===== src/rtl/rfg_pkg.sv =====
// ---------------------------------------------------------------------------
// rfg_pkg
// Types and constants shared by the grid front end, command queue and back end.
// ---------------------------------------------------------------------------
package rfg_pkg;

	localparam int COORD_W     = 7;
	localparam int VALUE_W     = 32;
	localparam int QUEUE_DEPTH = 4;
	localparam int QPTR_W      = 2;

	// req_type codes
	localparam logic REQ_FILL = 1'b0;
	localparam logic REQ_READ = 1'b1;

	typedef enum logic [1:0] {
		CMD_FILL,   // clipped, non-empty rectangle
		CMD_READ,   // in-range cell read
		CMD_ZERO    // read outside the grid, answers zero
	} cmd_kind_t;

	typedef struct packed {
		cmd_kind_t                   kind;
		logic [COORD_W-1:0]          top;
		logic [COORD_W-1:0]          left;
		logic [COORD_W-1:0]          bottom;
		logic [COORD_W-1:0]          right;
		logic signed [VALUE_W-1:0]   value;
	} cmd_t;

	typedef enum logic {
		BK_IDLE,
		BK_FILL
	} back_state_t;

endpackage


===== src/rtl/rfg_front.sv =====
// ---------------------------------------------------------------------------
// rfg_front
// Accepts request words, clips fill rectangles to the grid, drops empty
// fills and flags out-of-grid reads before they enter the command queue.
// ---------------------------------------------------------------------------
module rfg_front import rfg_pkg::*; #(
	parameter int GRID_ROWS = 128,
	parameter int GRID_COLS = 128
) (
	input  logic                      in_valid,
	output logic                      in_stall,
	input  logic                      req_type,
	input  logic [COORD_W-1:0]        row_top,
	input  logic [COORD_W-1:0]        col_left,
	input  logic [COORD_W-1:0]        row_bottom,
	input  logic [COORD_W-1:0]        col_right,
	input  logic signed [VALUE_W-1:0] fill_value,
	input  logic                      q_full,
	output logic                      q_push,
	output cmd_t                      q_cmd
);

	localparam logic [31:0] LAST_ROW = 32'(GRID_ROWS - 1);
	localparam logic [31:0] LAST_COL = 32'(GRID_COLS - 1);

	logic               is_read;
	logic               in_grid;
	logic               empty_rect;
	logic [COORD_W-1:0] bot_clip;
	logic [COORD_W-1:0] right_clip;

	always_comb begin
		is_read    = (req_type == REQ_READ);
		in_grid    = (32'(row_top) <= LAST_ROW) && (32'(col_left) <= LAST_COL);
		bot_clip   = (32'(row_bottom) > LAST_ROW) ? LAST_ROW[COORD_W-1:0] : row_bottom;
		right_clip = (32'(col_right) > LAST_COL) ? LAST_COL[COORD_W-1:0] : col_right;
		empty_rect = (row_top > bot_clip) || (col_left > right_clip);

		q_cmd.top    = row_top;
		q_cmd.left   = col_left;
		q_cmd.bottom = bot_clip;
		q_cmd.right  = right_clip;
		q_cmd.value  = fill_value;
		if (is_read) begin
			q_cmd.kind = in_grid ? CMD_READ : CMD_ZERO;
		end else begin
			q_cmd.kind = CMD_FILL;
		end
	end

	assign in_stall = q_full;
	// empty fills are taken and dropped here
	assign q_push   = in_valid && !q_full && (is_read || !empty_rect);

endmodule


===== config.mk =====
export PLATFORM = sky130hd
export DESIGN_NAME = rfg_front
export DESIGN_NICKNAME = d
export VERILOG_FILES = /design/src/rtl/rfg_pkg.sv /design/src/rtl/rfg_front.sv
export SDC_FILE = /design/constraint.sdc
export NUM_CORES = 1
export LEC_CHECK = 0
export ABC_CLOCK_PERIOD_IN_PS = 2600
export BUFFER_PORTS_ARGS = -buffer_cell sky130_fd_sc_hd__buf_2
export CAP_MARGIN = 20
export CORE_MARGIN = 2
export CORE_UTILIZATION = 33
export DETAILED_ROUTE_END_ITERATION = 16
export MAX_ROUTING_LAYER = met4
export PLACE_DENSITY_LB_ADDON = 0.1
export SLEW_MARGIN = 10
export SYNTH_ARGS = -nofsm -noshare
export SYNTH_HDL_FRONTEND = slang
export SYNTH_SLANG_ARGS = --single-unit

===== constraint.sdc =====
create_clock -name vclk -period 2.6
set_clock_uncertainty 0.15 [all_clocks]
set_input_delay 0 -clock vclk [all_inputs]
set_output_delay 0 -clock vclk [all_outputs]
set_load 0.05 [all_outputs]

## Yosys cells after proc, flatten, opt, wreduce, memory -nomap -nowiden

Cells that the tools add are included.

- Register bits after elaboration: 0
- Input port bits: 63
- Output and inout bits: 64
- Logic and storage cells: 9

- Magnitude comparators: 2
- Multiplexer cells: 1
- Reductions and logical operators: 6

Operators by type and width:

| operator | number |
|---|---|
| 7-bit > comparator | 2 |
| 1-bit logical AND | 2 |
| 1-bit zero test | 2 |
| 1-bit logical OR | 2 |
| 1-bit 2-to-1 mux | 1 |

## Depth between registers and ports, before layout

- Word-level depth: 5
- Depth in mapped cells: 6

## Least setup slack after synthesis

Ideal clock, no wire load.

- Kind: input to output
- Start: input port row_bottom[4]
- End: output port q_push
- Arrival time: 1,175 ps
- Required time: 2,450 ps
- Setup slack: 1,275 ps
- Cell stages on the path: 6
- Buffers on the path: 0
- Cell sequence: inv_1 ha_1 a211oi_2 nor2_1 nor3_1 o221a_1

- Cells in the longest elaborated chain, start to end: 5

Ends and longest elaborated chain:

| what | RTL line | RTL |
|---|---|---|
| start, declared | rfg_front.sv:15 | `input logic [COORD_W-1:0] row_bottom,` |
| 7-bit > comparator | rfg_front.sv:37 | `empty_rect = (row_top > bot_clip) \|\| (col_left > right_clip);` |
| 1-bit logical OR | rfg_front.sv:37 |  |
| 1-bit zero test | rfg_front.sv:53 | `assign q_push = in_valid && !q_full && (is_read \|\| !empty_rect);` |
| 1-bit logical OR | rfg_front.sv:53 |  |
| 1-bit logical AND | rfg_front.sv:53 |  |
| end, declared | rfg_front.sv:19 | `output logic q_push,` |

No other way between the ends.

## Worst setup path after layout

- Start: input port row_top[2]
- End: output port q_push

- Cells in the longest elaborated chain, start to end: 5

Ends and longest elaborated chain:

| what | RTL line | RTL |
|---|---|---|
| start, declared | rfg_front.sv:13 | `input logic [COORD_W-1:0] row_top,` |
| 7-bit > comparator | rfg_front.sv:37 |  |
| 1-bit logical OR | rfg_front.sv:37 |  |
| 1-bit zero test | rfg_front.sv:53 |  |
| 1-bit logical OR | rfg_front.sv:53 |  |
| 1-bit logical AND | rfg_front.sv:53 |  |

No other way between the ends.

==> impl_metrics.tcl <==
set metrics [dict create \
    place.gp.congestion 0.6247 \
    die_w_um 54.63 \
    area_growth_pct 23.08 \
    cp_max_fo 3 \
    netSwitchingPower_w 0.0002412 \
    numSequentialCells 0 \
    n_fill_cell 259 \
    grt_overflow 0 \
    internal_power_w 0.00009004 \
    cts-hold-fix-buffers 32 \
    p_comb_share_pct 100.0 \
    p_clk_share_pct 0 \
    cp-start-kind "input pin" \
    synth_cells 115 \
    leakagePower_nw 0.6033 \
    required_ns 2.45 \
    maxCapViolations 0 \
    drtIter0Drc 1 \
    yosysWarnings 0 \
    final_util_pct 42.41 \
    ant_nets 0 \
    regArea_sq_um 0 \
    cts_setup_buffers 0 \
    switching_share_pct 72.82 \
    syn_area_sq_um 845.8 \
    whs_path_depth 2 \
    wl_um 1719 \
    diodes 0 \
    grt_pass1_vias 511 \
    finalSetupTns_ns 0 \
    peakVddDrop_uv 191.6 \
    io_buffers 62 \
    core_sq_mm 0.002455 \
    synth_area_per_cell_sq_um 7.355 \
    whs_endpoint "q_cmd[41]" \
    die_h_um 54.63 \
    power_density_mw_per_mm2 318.2 \
    hold_violations 0 \
    yosysTopAreaCellShare_pct 55.92 \
    yosys.area.top_type "buf_4" \
    worstSetupPathType "in2out" \
    synth.distinct_cells 14 \
    antenna_found_initial 0 \
    synth_nets 192 \
    vias_per_cell 4.222 \
    power_frac_seq_pct 0 \
    min_path_type "in2out" \
    grt_setup_unrepaired "no" \
    timing.fmax_mhz 697.1 \
    critPathCaptureType "output pin" \
    post-place-ws_ns 1.133 \
    multi_input_area_sq_um 316.6 \
    drt_first_pass_iters 3 \
    clock_buffers 0 \
    num_rows 18 \
    slew_viol_final 0 \
    grt_pass1_wl_um 1952 \
    final-setup-viol-count 0 \
    period_share_pct 55.18 \
    layout_setup_ws_ns 1.165 \
    status "complete, no violations" \
    yosysSeqAreaShare_pct 0 \
    nets 225 \
    slew_headroom_pct 65.83 \
    final_layout_size_suffix_gt1_share_pct 43.84 \
    die_area_sq_mm 0.002984 \
    hpwl_um 1335 \
    drc_errors 0 \
    dr_total_vias 743 \
    min_from "row_bottom[2]" \
    grt_use_total_pct 8.796 \
    tightest_slew_ns 0.5109 \
    critPathArrivalTime_ns 1.28 \
    synthTopCellsByArea "buf_4 56%, ha_1 21%, inv_1 6.7%, a211oi_2 3.0%, a21oi_1 2.4%" \
    cts_resized 0 \
    wl_per_cell_um 9.767 \
    grt_max_degree 4 \
    boundaryPins 127 \
    min_period_ns 1.435 \
    initial_core_util_pct 34.45 \
]
## Yosys cell counts
library cell and count:
nand3_1 2, a21oi_1 4, nand3b_1 2, nor3_1 2
inv_1 15, o21ai_0 4, buf_4 63, ha_1 14
nor2b_1 1, o221a_1 1, a211oi_2 2, nor2_1 2
conb_1 1, nand4_1 2
## logic make-up (layout without fill, tap and decap cells)
logic type	after synthesis	in the layout	synth area share, %
AOI/OAI and AO/OA	11	11	9.023
and+or+nand+nor	11	11	7.249
other	1	1	0.4434
buffers and inverters	78	109	62.57
adders and majority gates	14	14	20.71
## through the flow
stage | std cells | area, sq um | hold WS, ns | power (W)
3_5_place_dp | 144 | 720.7 | -0.1497 | 0.0001991
6_report | 176 | 1041 | 0.1509 | 0.0003313
2_1_floorplan | 115 | 845.8 | 0.01705 | 0.0003067
3_3_place_gp | 144 | 720.7 | -0.1497 | 0.0001978
5_1_grt | 176 | 1041 | 0.1547 | 0.0003524
4_1_cts | 176 | 1041 | 0.1520 | 0.0003340
## power groups by stage
stage               sequential [W]  clock [W]  combinational, W
detailed placement               0          0          0.000199
CTS                              0          0          0.000334
finish                           0          0          0.000331
global route                     0          0          0.000352
floorplan                        0          0          0.000307
global placement                 0          0          0.000198
## layout by cell type, fill, tap and decap left out
cell,count
o21ai_0,4
o221a_1,1
nand4_1,2
buf_2,62
nor3_1,2
nand3_1,2
nor2b_1,1
ha_1,14
a211oi_2,2
a21oi_1,4
inv_1,15
nor2_1,2
nand3b_1,2
dlygate4sd3_1,32
conb_1,1
## worst max-delay path: stages
cell	delay [ns]
buf_2	0.10
ha_1	0.31
a21oi_1	0.14
a21oi_1	0.08
nor3_1	0.20
o221a_1	0.20
buf_2	0.26
## layer usage
| metal | global-route usage [%] | vias up | wire length [um] |
|---|---|---|---|
| li1 | - | 367 | - |
| met1 | 9.871 | 307 | 567 |
| met2 | 17.46 | 69 | 883 |
| met3 | 0.8197 | 0 | 268 |
| met4 | 0 | 0 | 0 |
| met5 | - | - | 0 |
## worst max path at each step
stage / to / cells after the start / start
2_1_floorplan: q_push / 6 / row_bottom[4]
5_1_grt: q_push / 8 / row_bottom[2]
3_3_place_gp: q_push / 7 / col_left[2]
6_report: q_push / 7 / row_top[2]
3_5_place_dp: q_push / 7 / row_top[2]
4_1_cts: q_push / 7 / row_top[2]
## layout make-up
type | instances | share of cell area [%]
repair buffers | 94 | 60.58
multi-input cells | 37 | 30.41
inverters | 15 | 5.409
well taps | 30 | 3.606
Power figures use the tool's default switching activity.
