$ cat config.mk
export PLATFORM = sky130hd
export DESIGN_NAME = rfg_queue
export DESIGN_NICKNAME = d
export VERILOG_FILES = /design/src/rtl/rfg_pkg.sv /design/src/rtl/rfg_queue.sv
export SDC_FILE = /design/constraint.sdc
export NUM_CORES = 1
export LEC_CHECK = 0
export BUFFER_PORTS_ARGS = -buffer_cell sky130_fd_sc_hd__buf_4
export CAP_MARGIN = 20
export CORE_MARGIN = 3
export CORE_UTILIZATION = 50
export DETAILED_ROUTE_END_ITERATION = 10
export PLACE_DENSITY = 0.78
export SETUP_SLACK_MARGIN = 0.02
export SLEW_MARGIN = 5
export SYNTH_ARGS = -nofsm -noshare
export SYNTH_HDL_FRONTEND = slang
export SYNTH_SLANG_ARGS = --single-unit
$ cat constraint.sdc
create_clock -name clk -period 2.7 [get_ports clk]
set_input_delay 0.405 -clock clk [delete_from_list [all_inputs] [get_ports clk]]
set_output_delay 0.405 -clock clk [all_outputs]
set_load 0.05 [all_outputs]
$ cat src/rtl/rfg_pkg.sv
// ---------------------------------------------------------------------------
// rfg_pkg
// Types and constants shared by the grid front end, command queue and back end.
// ---------------------------------------------------------------------------
package rfg_pkg;

	localparam int COORD_W     = 7;
	localparam int VALUE_W     = 32;
	localparam int QUEUE_DEPTH = 4;
	localparam int QPTR_W      = 2;

	// req_type codes
	localparam logic REQ_FILL = 1'b0;
	localparam logic REQ_READ = 1'b1;

	typedef enum logic [1:0] {
		CMD_FILL,   // clipped, non-empty rectangle
		CMD_READ,   // in-range cell read
		CMD_ZERO    // read outside the grid, answers zero
	} cmd_kind_t;

	typedef struct packed {
		cmd_kind_t                   kind;
		logic [COORD_W-1:0]          top;
		logic [COORD_W-1:0]          left;
		logic [COORD_W-1:0]          bottom;
		logic [COORD_W-1:0]          right;
		logic signed [VALUE_W-1:0]   value;
	} cmd_t;

	typedef enum logic {
		BK_IDLE,
		BK_FILL
	} back_state_t;

endpackage

$ cat src/rtl/rfg_queue.sv
// ---------------------------------------------------------------------------
// rfg_queue
// Short command FIFO between the front end and the back end.
// ---------------------------------------------------------------------------
module rfg_queue import rfg_pkg::*; (
	input  logic clk,
	input  logic arst_n,
	input  logic push,
	input  cmd_t push_cmd,
	output logic full,
	input  logic pop,
	output logic not_empty,
	output cmd_t head
);

	cmd_t              slots_q [QUEUE_DEPTH];
	logic [QPTR_W-1:0] wr_ptr_q;
	logic [QPTR_W-1:0] rd_ptr_q;
	logic [QPTR_W:0]   count_q;

	assign full      = (count_q == (QPTR_W+1)'(QUEUE_DEPTH));
	assign not_empty = (count_q != '0);
	assign head      = slots_q[rd_ptr_q];

	always_ff @(posedge clk) begin
		if (push) begin
			slots_q[wr_ptr_q] <= push_cmd;
		end
	end

	always_ff @(posedge clk or negedge arst_n) begin
		if (!arst_n) begin
			wr_ptr_q <= '0;
			rd_ptr_q <= '0;
			count_q  <= '0;
		end else begin
			if (push) begin
				wr_ptr_q <= wr_ptr_q + 1'b1;
			end
			if (pop) begin
				rd_ptr_q <= rd_ptr_q + 1'b1;
			end
			if (push && !pop) begin
				count_q <= count_q + 1'b1;
			end else if (pop && !push) begin
				count_q <= count_q - 1'b1;
			end
		end
	end

endmodule

* Yosys cells after proc, flatten, opt, wreduce, memory -nomap -nowiden
Memories as Yosys holds them, arrays and structs flattened.
Index checks and enable logic that the tools add are counted.
** Operators by class
- Equal/unequal tests :: 1
- $add $sub $neg :: 4
- Reductions and logical operators :: 6
- Mux-type cells :: 4
** Operators with widths (number)
- $mux W3 :: 2
- $add A2 B1 Y2 const B :: 2
- $add A3 B1 Y3 const B :: 1
- $eq A3 B3 Y1 const B :: 1
- $reduce_bool A3 Y1 :: 1
- $sub A3 B1 Y3 const B :: 1
- $logic_and A1 B1 Y1 :: 2
- $logic_not A1 Y1 :: 2
- $mux W1 :: 2
- $reduce_bool A2 Y1 :: 1
** Storage, ports and cells
- Output and inout port bits :: 64
- Logic and storage cells :: 19
- Memories kept :: 1
- Flip-flop bits (word level) :: 7
- Input port bits :: 66
- Bits in writable memories :: 248
** Memory list
- slots_q :: words 4, bits a word 62, rd ports 1, clocked after Yosys merged registers in 0, write ports 1, RTL line rfg_queue.sv:16 : cmd_t slots_q [QUEUE_DEPTH];

* Logic depth before layout (Yosys ltp)
- Depth in word-level cells :: 4
- Gate-level depth with buffers :: 7
- Gate-level depth less buffers :: 7

* Worst setup path after synthesis
Ideal clock, no wire load.
- Kind :: flip-flop to flip-flop
- From :: register wr_ptr_q[0]
- To :: memory slots_q[2][0] in the netlist's numbering (enable)
- Clock period less this slack :: 2.502 ns
- Buffers on the path :: 0
- Arrival :: 2.076 ns
- Data required time :: 2.274 ns
- Slack :: 0.198 ns
- Setup time :: 0.426 ns
- Stages on the path, launching flop included :: 4
- Path through :: dfrtp_1 > inv_1 > ha_1 > and2_1
** RTL lines
- from (decl) :: RTL line rfg_queue.sv:17 : logic [QPTR_W-1:0] wr_ptr_q;
- from (signal assigned) :: RTL line rfg_queue.sv:38 : wr_ptr_q <= wr_ptr_q + 1'b1;
- to (decl) :: RTL line rfg_queue.sv:16
Straight into the memory's write port.

==> flow_summary.json <==
{
  "slew_headroom_pct": 61.96,
  "cp_max_fo": 28,
  "final_max_slew_viol_count": 0,
  "cp.buffers_inverters": 2,
  "cap_violations": 0,
  "required_ps": 2300,
  "dieWidth_um": 143.2,
  "synth_edf_count": 248,
  "dieArea_um2": 20520,
  "leakagePower_uw": 0.003995,
  "clock_power_share_pct": 23.7,
  "numCtsBuffers": 26,
  "synth_common_cells": "edfxtp_1, mux4_2, buf_2, dfrtp_1, buf_12",
  "dp_hpwl_um": 9833,
  "grt_start_max_net_pins": 54,
  "worstSetupStartpointType": "flop",
  "p_per_area_nw_per_um2": 1273,
  "swShare_pct": 36.52,
  "first_iter_violations": 261,
  "cts-root-buf": "clkbuf_16",
  "gp_congestion": 0.7016,
  "num_vias": 4142,
  "initial_core_util_pct": 51.71,
  "cts_sinks": 255,
  "power_frac_seq_pct": 36.7,
  "power.internal_uw": 9314,
  "htreeDepth": 1,
  "fin_crit_ps": 2461,
  "hold_ws_ps": 87.20,
  "cts_resized": 0,
  "grt_pass1_vias": 4586,
  "die_h_um": 143.2,
  "status": "completed",
  "drt_first_pass_iters": 4,
  "setup_viol": 0,
  "rows": 49,
  "overflow": 0,
  "drive_above_1_share_pct": 45.57,
  "drt-total-wl_um": 16760,
  "yosys_most_used_dff": "edfxtp_1",
  "vdd_drop_max_uv": 743.3,
  "wire_per_inst_um": 22.05,
  "path_class": "reg -> out",
  "endpoint_kind": "primary output",
  "final_antenna_net_count": 0,
  "switchingPower_uw": 5358,
  "syn_nets": 430,
  "avgSynthCellArea_um2": 26.30,
  "synth.area.top_cells": "edfxtp_1, mux4_2, dfrtp_1, buf_12, mux4_1",
  "syn_to_final_growth_pct": 22.39,
  "synth_seq_area_share_pct": 80.95,
  "synth_top_area_share_pct": 79.09,
  "setup-tns-final_ps": 0,
  "clkTransAtPathRegs_ps": 60,
  "worstMarginPinSlew_ps": 570.7,
  "grt_util_all_layers_pct": 16.48,
  "skew_ps": 14.39,
  "yosysMostFrequentCell": "edfxtp_1",
  "syn_area_um2": 9417,
  "min_period_over_period_pct": 91.14,
  "numPortBuffers": 129,
  "antennaDiodeCount": 0,
  "yosysUniqueCellTypes": 19,
  "grt_pass1_wl_um": 25830,
  "timing.fmax_ghz": 0.4064,
  "grt_antenna_before_repair": 0,
  "clock_path_buffers": 3,
  "path_cells": "buf_12 -> mux4_1 -> buf_4",
  "insertion_delay_ps": 520,
  "cts_tree": "built",
  "ys_ff_latch": 255,
  "drc": 0,
  "rsz0062_at_grt": "no",
  "path_delay_family": "multiplexers",
  "critPathMaxStageDelay_ps": 610,
  "async_reset_ff_share_pct": 2.745,
  "min_path_type": "in -> reg",
  "synth_top_area_cell": "edfxtp_1",
  "ioPinCount": 130,
  "synthCells": 358,
  "core-area_um2": 18210,
  "viasPerCell": 5.450,
  "cp_slowest_cell": "mux4_1",
  "crit_arrival_ps": 2060,
  "power_frac_comb_pct": 39.5,
  "fin_nets": 584,
  "hold_viol": 0,
  "ys_warn_count": 0
}
[placed cells by master, fill, tap and decap left out, types with 2 or more instances in the layout]
master / count
clkinv_1: 7
dfrtp_1: 5
xor2_1: 4
inv_1: 4
clkbuf_1: 2
ha_1: 5
clkinvlp_4: 2
mux4_2: 58
bufinv_16: 3
xnor2_1: 2
edfxtp_1: 248
and2_4: 4
buf_4: 133
buf_12: 6
mux4_1: 4
clkbuf_16: 27
clkinv_2: 6
nand2_1: 2
[layout make-up]
class | instances | area [um^2]
Timing Repair Buffer | 140 | 1129
Multi-Input combinational cell | 85 | 1623
Fill cell | 1201 | 6684
Clock inverter | 18 | 161.4
Inverter | 4 | 15.01
Sequential cell | 255 | 7627
Clock buffer | 29 | 683.2
Tap cell | 229 | 286.5
[kinds of logic (layout without fill, tap and decap cells)]
logic type / count (synthesis) / in the layout / synth area share [%]
flops: 255 / 255 / 80.95
buf+inv: 18 / 191 / 1.927
compound gates: 1 / 1 / 0.05310
fa+ha+maj: 6 / 6 / 0.8770
simple gates: 9 / 9 / 0.5315
xor+xnor: 6 / 6 / 0.5581
mux: 63 / 63 / 15.11
[power by group through the flow]
stage	Clock [uW]	Sequential, uW	Combinational, uW
global route	3710	5450	6100
floorplan	0	5410	4390
CTS	3560	5390	5900
finish	3480	5390	5800
detailed placement	0	5510	5810
global placement	0	5450	5790
[sequential cells by signal, indices dropped and copies added, names as in the netlist]
signal	cells
slots_q	248
wr_ptr_q	2
count_q	3
rd_ptr_q	2
[per-layer routing]
metal,global-route usage [%],routed length (um),part of all wire [%],vias up
met1,21.02,6694,40,2142
met3,3.851,1079,6.4,29
met4,4.559,420,2.5,0
met2,28.73,8562,51,135
met5,0,0,0,-
li1,-,-,-,1836
[metrics by stage]
stage                     area (um^2)  util (%)  instances  power [uW]  worst slack (ps)
after global placement          10660     58.52        710       11240             596.9
after detailed placement        10660     58.52        710       11320             554.7
after floorplan                  9417         -        358        9806             197.6
final                           11520     63.29        760       14670             239.2
after global routing            11520     63.29        760       15260             146.5
after CTS                       11520     63.29        760       14860             189.9
[what timing repair did]
action / in CTS / in global routing
endpoints found under the setup margin: 1 / 0
endpoints found under the hold margin: 7 / 0
buffers inserted: 2 / 0
hold buffers: 1 / 0
[final timing paths]
kind                            cells past startpoint                        to  slack [ps]                    start
worst min-delay path                                1  slots_q[3][17]$_DFFE_PP_          90             push_cmd[17]
worst min register to register                      1    count_q[2]$_DFFE_PN0P_         490   count_q[2]$_DFFE_PN0P_
worst max register to register                      4  slots_q[1][52]$_DFFE_PP_         960  wr_ptr_q[1]$_DFFE_PN0P_
min in group asynchronous                           2   wr_ptr_q[1]$_DFFE_PN0P_         250                   arst_n
worst max-delay path                                3                  head[57]         240  rd_ptr_q[0]$_DFFE_PN0P_
max in group asynchronous                           2   rd_ptr_q[0]$_DFFE_PN0P_        2310                   arst_n
No activity file was read; power rests on OpenSTA's default activity.
